$ cat src/design/pcwrl_pkg.sv
`default_nettype none
// ----------------------------------------------------------------------------
// pcwrl_pkg
// shared types and constants of the per-connection window rate limiter
// ----------------------------------------------------------------------------
package pcwrl_pkg;

    localparam int unsigned NUM_CONNECTIONS = 16;
    localparam int unsigned CONN_W          = 4;
    localparam int unsigned IDX_W           = (NUM_CONNECTIONS > 1) ? $clog2(NUM_CONNECTIONS) : 1;
    localparam int unsigned TIME_W          = 32;
    localparam int unsigned CNT_W           = 16;
    localparam int unsigned CFG_IDX_W       = 2;
    localparam int unsigned CFG_DATA_W      = 32;
    localparam int unsigned ENTRY_W         = TIME_W + 2 * CNT_W;

    localparam logic [CNT_W-1:0]  CNT_MAX           = '1;
    localparam logic [TIME_W-1:0] WINDOW_TICKS_RST  = 32'd60000;

    typedef enum logic [CFG_IDX_W-1:0] {
        CFG_MAX_MESSAGES   = 2'd0,
        CFG_MAX_AUTOMATION = 2'd1,
        CFG_WINDOW_TICKS   = 2'd2
    } t_cfg_idx;

    typedef enum logic [1:0] {
        REASON_ALLOWED    = 2'd0,
        REASON_MSG_LIMIT  = 2'd1,
        REASON_AUTO_LIMIT = 2'd2
    } t_reason;

    typedef struct packed {
        logic              has_connection;
        logic [CONN_W-1:0] conn_index;
        logic [TIME_W-1:0] now_ms;
        logic              count_message;
        logic              count_automation;
    } t_in_item;

    typedef struct packed {
        logic             allowed;
        logic [1:0]       reason;
        logic [CNT_W-1:0] message_count;
        logic [CNT_W-1:0] automation_count;
    } t_out_item;

    typedef struct packed {
        logic [CNT_W-1:0]  max_messages;
        logic [CNT_W-1:0]  max_automation;
        logic [TIME_W-1:0] window_ticks;
    } t_cfg;

    typedef struct packed {
        logic [TIME_W-1:0] start_ms;
        logic [CNT_W-1:0]  msg_cnt;
        logic [CNT_W-1:0]  auto_cnt;
    } t_entry;

    function automatic logic [CNT_W-1:0] sat_inc(input logic [CNT_W-1:0] c);
        return (c == CNT_MAX) ? CNT_MAX : c + 1'b1;
    endfunction

endpackage
`default_nettype wire

$ cat src/design/pcwrl_ram.sv
`default_nettype none
// ----------------------------------------------------------------------------
// pcwrl_ram
// simple dual-port ram, one write and one registered read port, read-first
// ----------------------------------------------------------------------------
module pcwrl_ram #(
    parameter int unsigned DATA_W = 64,
    parameter int unsigned ADDR_W = 4
) (
    input  wire logic              i_clk,
    input  wire logic              i_we,
    input  wire logic [ADDR_W-1:0] i_waddr,
    input  wire logic [DATA_W-1:0] i_wdata,
    input  wire logic              i_re,
    input  wire logic [ADDR_W-1:0] i_raddr,
    output logic      [DATA_W-1:0] o_rdata
);

    logic [DATA_W-1:0] r_mem [2**ADDR_W];

    always_ff @(posedge i_clk) begin
        if (i_we) begin
            r_mem[i_waddr] <= i_wdata;
        end
    end

    always_ff @(posedge i_clk) begin
        if (i_re) begin
            o_rdata <= r_mem[i_raddr];
        end
    end

endmodule
`default_nettype wire

$ cat src/design/pcwrl_update.sv
`default_nettype none
// ----------------------------------------------------------------------------
// pcwrl_update
// window restart, counter update and limit checks for one connection record
// ----------------------------------------------------------------------------
module pcwrl_update (
    input  wire pcwrl_pkg::t_in_item  i_item,
    input  wire pcwrl_pkg::t_cfg      i_cfg,
    input  wire logic                 i_started,
    input  wire pcwrl_pkg::t_entry    i_entry,
    output logic                      o_we,
    output pcwrl_pkg::t_entry         o_entry,
    output pcwrl_pkg::t_out_item      o_result
);
    import pcwrl_pkg::*;

    logic              conn_ok;
    logic              limits_off;
    logic [TIME_W-1:0] start;
    logic [TIME_W-1:0] elapsed;
    logic              restart;
    logic [CNT_W-1:0]  msg_base;
    logic [CNT_W-1:0]  auto_base;
    logic [CNT_W-1:0]  msg_new;
    logic [CNT_W-1:0]  auto_new;
    logic              msg_over;
    logic              auto_over;

    always_comb begin
        conn_ok    = i_item.has_connection
                     && ({{(32-CONN_W){1'b0}}, i_item.conn_index} < 32'(NUM_CONNECTIONS));
        limits_off = (i_cfg.max_messages == '0) && (i_cfg.max_automation == '0);
        start      = i_started ? i_entry.start_ms : i_item.now_ms;
        elapsed    = i_item.now_ms - start;
        restart    = (elapsed >= i_cfg.window_ticks);
        msg_base   = restart ? '0 : i_entry.msg_cnt;
        auto_base  = restart ? '0 : i_entry.auto_cnt;
        msg_new    = i_item.count_message    ? sat_inc(msg_base)  : msg_base;
        auto_new   = i_item.count_automation ? sat_inc(auto_base) : auto_base;
        msg_over   = (i_cfg.max_messages != '0) && (msg_new > i_cfg.max_messages);
        auto_over  = i_item.count_automation && (i_cfg.max_automation != '0)
                     && (auto_new > i_cfg.max_automation);

        o_we             = conn_ok && !limits_off;
        o_entry.start_ms = restart ? i_item.now_ms : start;
        o_entry.msg_cnt  = msg_new;
        o_entry.auto_cnt = auto_new;

        o_result.allowed          = 1'b1;
        o_result.reason           = REASON_ALLOWED;
        o_result.message_count    = '0;
        o_result.automation_count = '0;
        if (conn_ok) begin
            if (limits_off) begin
                o_result.message_count    = i_entry.msg_cnt;
                o_result.automation_count = i_entry.auto_cnt;
            end else begin
                o_result.message_count    = msg_new;
                o_result.automation_count = auto_new;
                if (msg_over) begin
                    o_result.allowed = 1'b0;
                    o_result.reason  = REASON_MSG_LIMIT;
                end else if (auto_over) begin
                    o_result.allowed = 1'b0;
                    o_result.reason  = REASON_AUTO_LIMIT;
                end
            end
        end
    end

endmodule
`default_nettype wire

$ cat src/design/per_connection_window_rate_limiter.sv
`default_nettype none
// ----------------------------------------------------------------------------
// per_connection_window_rate_limiter
// fixed-window message and automation limits, with windows kept per connection
// ----------------------------------------------------------------------------
// input beats (valid/ready) carry one event each; every event gives exactly
// one output beat with the verdict and the connection's counters.
// an accepted beat reads its connection record from the registered-read ram;
// the update stage then updates the record, writes it back and loads the
// output register that holds the result beat.
// one event per cycle is sustained while results are taken; the record ram's
// read-modify-write is the loop that sets this, with the previous cycle's
// write forwarded when consecutive events hit the same connection.
// a stalled receiver holds the output register; one more event may wait in
// the update stage, after which input ready drops.
// reset clears the started flags (flip-flops, one per connection), so the
// records read as zero with no clearing pass; the limits reset to zero and
// the window length to 60000 ms. configuration goes through a plain write
// port, only while the block is idle: the user's rule, not enforced here.
// ----------------------------------------------------------------------------
module per_connection_window_rate_limiter (
    input  wire logic                                   i_clk,
    input  wire logic                                   i_rst_n,
    input  wire logic                                   i_in_valid,
    output logic                                        o_in_ready,
    input  wire pcwrl_pkg::t_in_item                    i_in_item,
    output logic                                        o_out_valid,
    input  wire logic                                   i_out_ready,
    output pcwrl_pkg::t_out_item                        o_out_item,
    input  wire logic                                   i_cfg_we,
    input  wire logic [pcwrl_pkg::CFG_IDX_W-1:0]        i_cfg_idx,
    input  wire logic [pcwrl_pkg::CFG_DATA_W-1:0]       i_cfg_wdata
);
    import pcwrl_pkg::*;

    t_cfg                 r_cfg;
    logic                 r_s1_valid;
    t_in_item             r_s1_item;
    logic [NUM_CONNECTIONS-1:0] r_started;
    logic                 r_fw_valid;
    logic [IDX_W-1:0]     r_fw_idx;
    t_entry               r_fw_entry;
    logic                 r_out_valid;
    t_out_item            r_out_item;

    logic                 in_acc;
    logic                 s1_adv;
    logic [IDX_W-1:0]     rd_idx;
    logic [IDX_W-1:0]     s1_idx;
    logic [ENTRY_W-1:0]   rd_data;
    logic                 started;
    t_entry               entry;
    logic                 upd_we;
    logic                 wr_en;
    t_entry               upd_entry;
    t_out_item            upd_result;

    assign rd_idx = i_in_item.conn_index[IDX_W-1:0];
    assign s1_idx = r_s1_item.conn_index[IDX_W-1:0];
    assign s1_adv = r_s1_valid && (!r_out_valid || i_out_ready);
    assign o_in_ready = !r_s1_valid || s1_adv;
    assign in_acc = i_in_valid && o_in_ready;
    assign wr_en  = s1_adv && upd_we;

    pcwrl_ram #(
        .DATA_W (ENTRY_W),
        .ADDR_W (IDX_W)
    ) u_ram (
        .i_clk   (i_clk),
        .i_we    (wr_en),
        .i_waddr (s1_idx),
        .i_wdata (upd_entry),
        .i_re    (in_acc),
        .i_raddr (rd_idx),
        .o_rdata (rd_data)
    );

    always_comb begin
        started = r_started[s1_idx];
        if (r_fw_valid && (r_fw_idx == s1_idx)) begin
            entry = r_fw_entry;
        end else if (started) begin
            entry = t_entry'(rd_data);
        end else begin
            entry = '0;
        end
    end

    pcwrl_update u_update (
        .i_item    (r_s1_item),
        .i_cfg     (r_cfg),
        .i_started (started),
        .i_entry   (entry),
        .o_we      (upd_we),
        .o_entry   (upd_entry),
        .o_result  (upd_result)
    );

    always_ff @(posedge i_clk) begin
        if (!i_rst_n) begin
            r_cfg.max_messages   <= '0;
            r_cfg.max_automation <= '0;
            r_cfg.window_ticks   <= WINDOW_TICKS_RST;
        end else if (i_cfg_we) begin
            case (i_cfg_idx)
                CFG_MAX_MESSAGES:   r_cfg.max_messages   <= i_cfg_wdata[CNT_W-1:0];
                CFG_MAX_AUTOMATION: r_cfg.max_automation <= i_cfg_wdata[CNT_W-1:0];
                CFG_WINDOW_TICKS:   r_cfg.window_ticks   <= i_cfg_wdata[TIME_W-1:0];
                default: ;
            endcase
        end
    end

    // update stage, started flags, output valid and forwarding of the write that overlapped the read
    always_ff @(posedge i_clk) begin
        if (!i_rst_n) begin
            r_s1_valid  <= 1'b0;
            r_started   <= '0;
            r_fw_valid  <= 1'b0;
            r_out_valid <= 1'b0;
        end else begin
            if (in_acc) begin
                r_s1_valid <= 1'b1;
                r_fw_valid <= wr_en;
            end else if (s1_adv) begin
                r_s1_valid <= 1'b0;
            end
            if (wr_en) begin
                r_started[s1_idx] <= 1'b1;
            end
            if (s1_adv) begin
                r_out_valid <= 1'b1;
            end else if (i_out_ready) begin
                r_out_valid <= 1'b0;
            end
        end
    end

    always_ff @(posedge i_clk) begin
        if (in_acc) begin
            r_s1_item  <= i_in_item;
            r_fw_idx   <= s1_idx;
            r_fw_entry <= upd_entry;
        end
        if (s1_adv) begin
            r_out_item <= upd_result;
        end
    end

    assign o_out_valid = r_out_valid;
    assign o_out_item  = r_out_item;

endmodule
`default_nettype wire

$ cat config.mk
export PLATFORM = sky130hd
export DESIGN_NAME = per_connection_window_rate_limiter
export DESIGN_NICKNAME = d
export VERILOG_FILES = /design/src/design/pcwrl_pkg.sv /design/src/design/pcwrl_ram.sv /design/src/design/pcwrl_update.sv /design/src/design/per_connection_window_rate_limiter.sv
export SDC_FILE = /design/constraint.sdc
export NUM_CORES = 1
export LEC_CHECK = 0
export BUFFER_PORTS_ARGS = -buffer_cell sky130_fd_sc_hd__buf_2
export CAP_MARGIN = 10
export CORE_UTILIZATION = 35
export CTS_BUF_LIST = sky130_fd_sc_hd__clkbuf_8
export CTS_CLUSTER_SIZE = 25
export DETAILED_ROUTE_END_ITERATION = 6
export SYNTH_ARGS = -nofsm -noshare
export SYNTH_HDL_FRONTEND = slang
export SYNTH_SLANG_ARGS = --single-unit
$ cat constraint.sdc
create_clock -name i_clk -period 12.8 [get_ports i_clk]
set_input_delay 2.56 -clock i_clk [delete_from_list [all_inputs] [get_ports i_clk]]
set_output_delay 2.56 -clock i_clk [all_outputs]
set_load 0.005 [all_outputs]
==> metrics.cfg <==
[outcome]
violations = DRC
outcome = complete, but fails checks

[layout]
fill_cells = 14000
final_nets = 3518
final_common_cell = edfxtp_1
drive_above_1_share = 0.244
final_cell_mix = edfxtp_1 (1230), mux4_2 (323), nand2_1 (297)
area_delta_synth_final_pct = 13.6

[timing]
final.min_clock_period_ns = 10.83
worstMarginPinSlew_ns = 1.25
fin_worst_skew_ns = 0.0551
max_freq_mhz = 92.4
drv_slew = 0
final-hold-violation-count = 0
setup_viol = 0
whs_ns = 0.467
worst_slack_ns = 1.97
slew_headroom = 0.167
finalCritPeriodShare = 0.846
setup_tns_ns = 0
rsz0062_at_grt = false

[setup_path]
arrival_ns = 11.59
crit_path_frequent_cell = a21o_1
cp-start-kind = flip-flop
critPathBufInv = 2
cp_top_family = compound AO/OA/AOI/OAI gates
max_stage_delay_ns = 0.94
crit_type = reg2reg
endpoint_kind = flip-flop
r2r_cells = 39
crit_path_top_delay_cell = nor2_4
critical_path_depth = 39
crit_path_max_fanout = 61
required_ns = 13.56

[global_routing]
grtUsageTotal = 0.176
grt_pass1_wl_um = 202000
grt_pass1_vias = 29900
antenna_found_initial = 7
grt_start_max_net_pins = 126
overflow = 0

[cts]
cts_sinks = 1313
cts.htree.levels = 4
clockRootBuffer = clkbuf_8
clkLatencyLatePin_ns = 0.93
postCtsHoldBufs = 0
clockBufferDepth = 3
cts_buffers = 203
post-cts-setup-buffers = 0
cts_tree = done
ctsResizeCount = 0
clk_pin_slew_ns = 0.06

[routing]
viasPerCell = 5.35
wl_per_cell_um = 24.9
ant_nets = 0
drt_wl_total_um = 138000
drt_pass1_iterations = 7
drc_errors = 44
vias = 29700
drt-initial-drc-count = 2952

[floorplan]
die_area_um2 = 157000
rows = 144
fp.dieW_um = 396
start_util = 0.353
num_io_pins = 115
die_h_um = 396
core-area_um2 = 154000

[pwr]
power.density_nw_per_um2 = 146
finalPower_w = 0.00900
power_leakage_nw = 21.2
max-vdd-ir-drop_mv = 0.0940

[yosys]
synthFlopType = edfxtp_1
synth_warnings = 0
syn_inst = 3103
synth_edf_count = 1230
async_flop_share = 0
synth_fp_nets = 3271
synth_area_per_cell_um2 = 17.5
ys_seq_area_frac = 0.709
ys_seq_elements = 1313
ys_types = 87
synth_area_um2 = 54400

[placed_design]
gp_congestion = 0.880
place.port_buffers = 114
place_hpwl_um = 77700
pre_cts_ws_ns = 2.08

[hold_path]
hold_depth = 1
worstHoldPathType = reg2reg

[run]
maxCapViolations = 0

registers in the layout, indices dropped and copies added (netlist names):
signal	flops
r_fw_entry	64
o_out_valid	1
o_out_item	35
r_fw_idx	4
r_s1_item	35
r_cfg	64
r_started	16
u_ram.o_rdata	64
u_ram.r_mem	1024
s1_idx	4
r_s1_valid	1
r_fw_valid	1
per-stage QoR:
step,util,instances,cell area [um^2]
global placement,0.374,5182,57700
detailed placement,0.374,5182,57700
CTS,0.400,5544,61800
floorplan,-,3103,54400
global route,0.401,5552,61800
finish,0.401,5553,61800
final timing paths:
check,startpoint,endpoint,slack [ns]
max,s1_idx[3],o_out_item[34],1.97
min,r_started[4],r_started[4],0.47
max reg2reg,s1_idx[3],o_out_item[34],1.97
min reg2reg,r_started[4],r_started[4],0.47
routing by layer:
layer	wire, um	global-route usage	share of wire
met3	9050	0.0314	0.065
met5	69	0	0.00050
met4	2390	0.0485	0.017
met2	66800	0.283	0.48
met1	60000	0.245	0.43
report_power, final:
part	total [W]	switching [W]	internal, W
combinational	0.000642	0.000403	0.000239
sequential	0.00485	0.0000389	0.00481
clock	0.00351	0.00166	0.00186
cell usage after synthesis, types with 4 or more instances:
cell type  count  area [um^2]
a211oi_1       6         45.0
a21boi_0      61          458
a21o_1        44          330
a21oi_1      147          736
a221oi_1       4         35.0
a22oi_1        4         30.0
a31oi_1       12         75.1
a41oi_1        7         61.3
and2_1        21          131
and3_1        19          119
and4_1         8         70.1
buf_1         33          124
buf_2         14         70.1
buf_6          4         45.0
clkbuf_1     109          409
dfxtp_1       83         1660
edfxtp_1    1230        36900
ha_1          90         1130
inv_1         75          282
mux4_2       323         7270
nand2_1      297         1110
nand2b_1      20          125
nand3_1       38          190
nand3b_1       5         37.5
nand4_1       19          119
nor2_1        68          255
nor2b_1       16          100
nor3_1        28          140
nor3b_1        5         37.5
nor4_1        14         87.6
o211ai_1      10         75.1
o21a_1        29          218
o21ai_0      105          526
o21ai_1        8         40.0
o21bai_1       7         52.6
o31ai_1       10         75.1
or3_1          5         31.3
xnor2_1       37          324
xor2_1        13          114
cell type report:
type	instances	area, um^2	share of cell area
diodes	2	5.00	0.0000810
clock buffers	210	2890	0.0467
clock inverters	152	1140	0.0185
inverters	75	289	0.00467
multi-input cells	1551	15000	0.243
flip-flops and latches	1313	38600	0.624
well taps	2044	2560	0.0414
repair buffers	206	1300	0.0211
cell families (layout without fill, tap and decap cells):
family                     after synthesis  after routing  share of synthesized area
and+or+nand+nor                        586            586                     0.0508
adders and majority gates               92             92                     0.0211
AOI/OAI and AO/OA                      495            495                     0.0583
xor gates and xnor gates                50             50                    0.00805
muxes                                  328            328                      0.135
other                                    0              2                          0
buffers and inverters                  239            643                     0.0178
DFF                                   1313           1313                      0.709
Note: power is estimated with default switching activity, not from simulation.
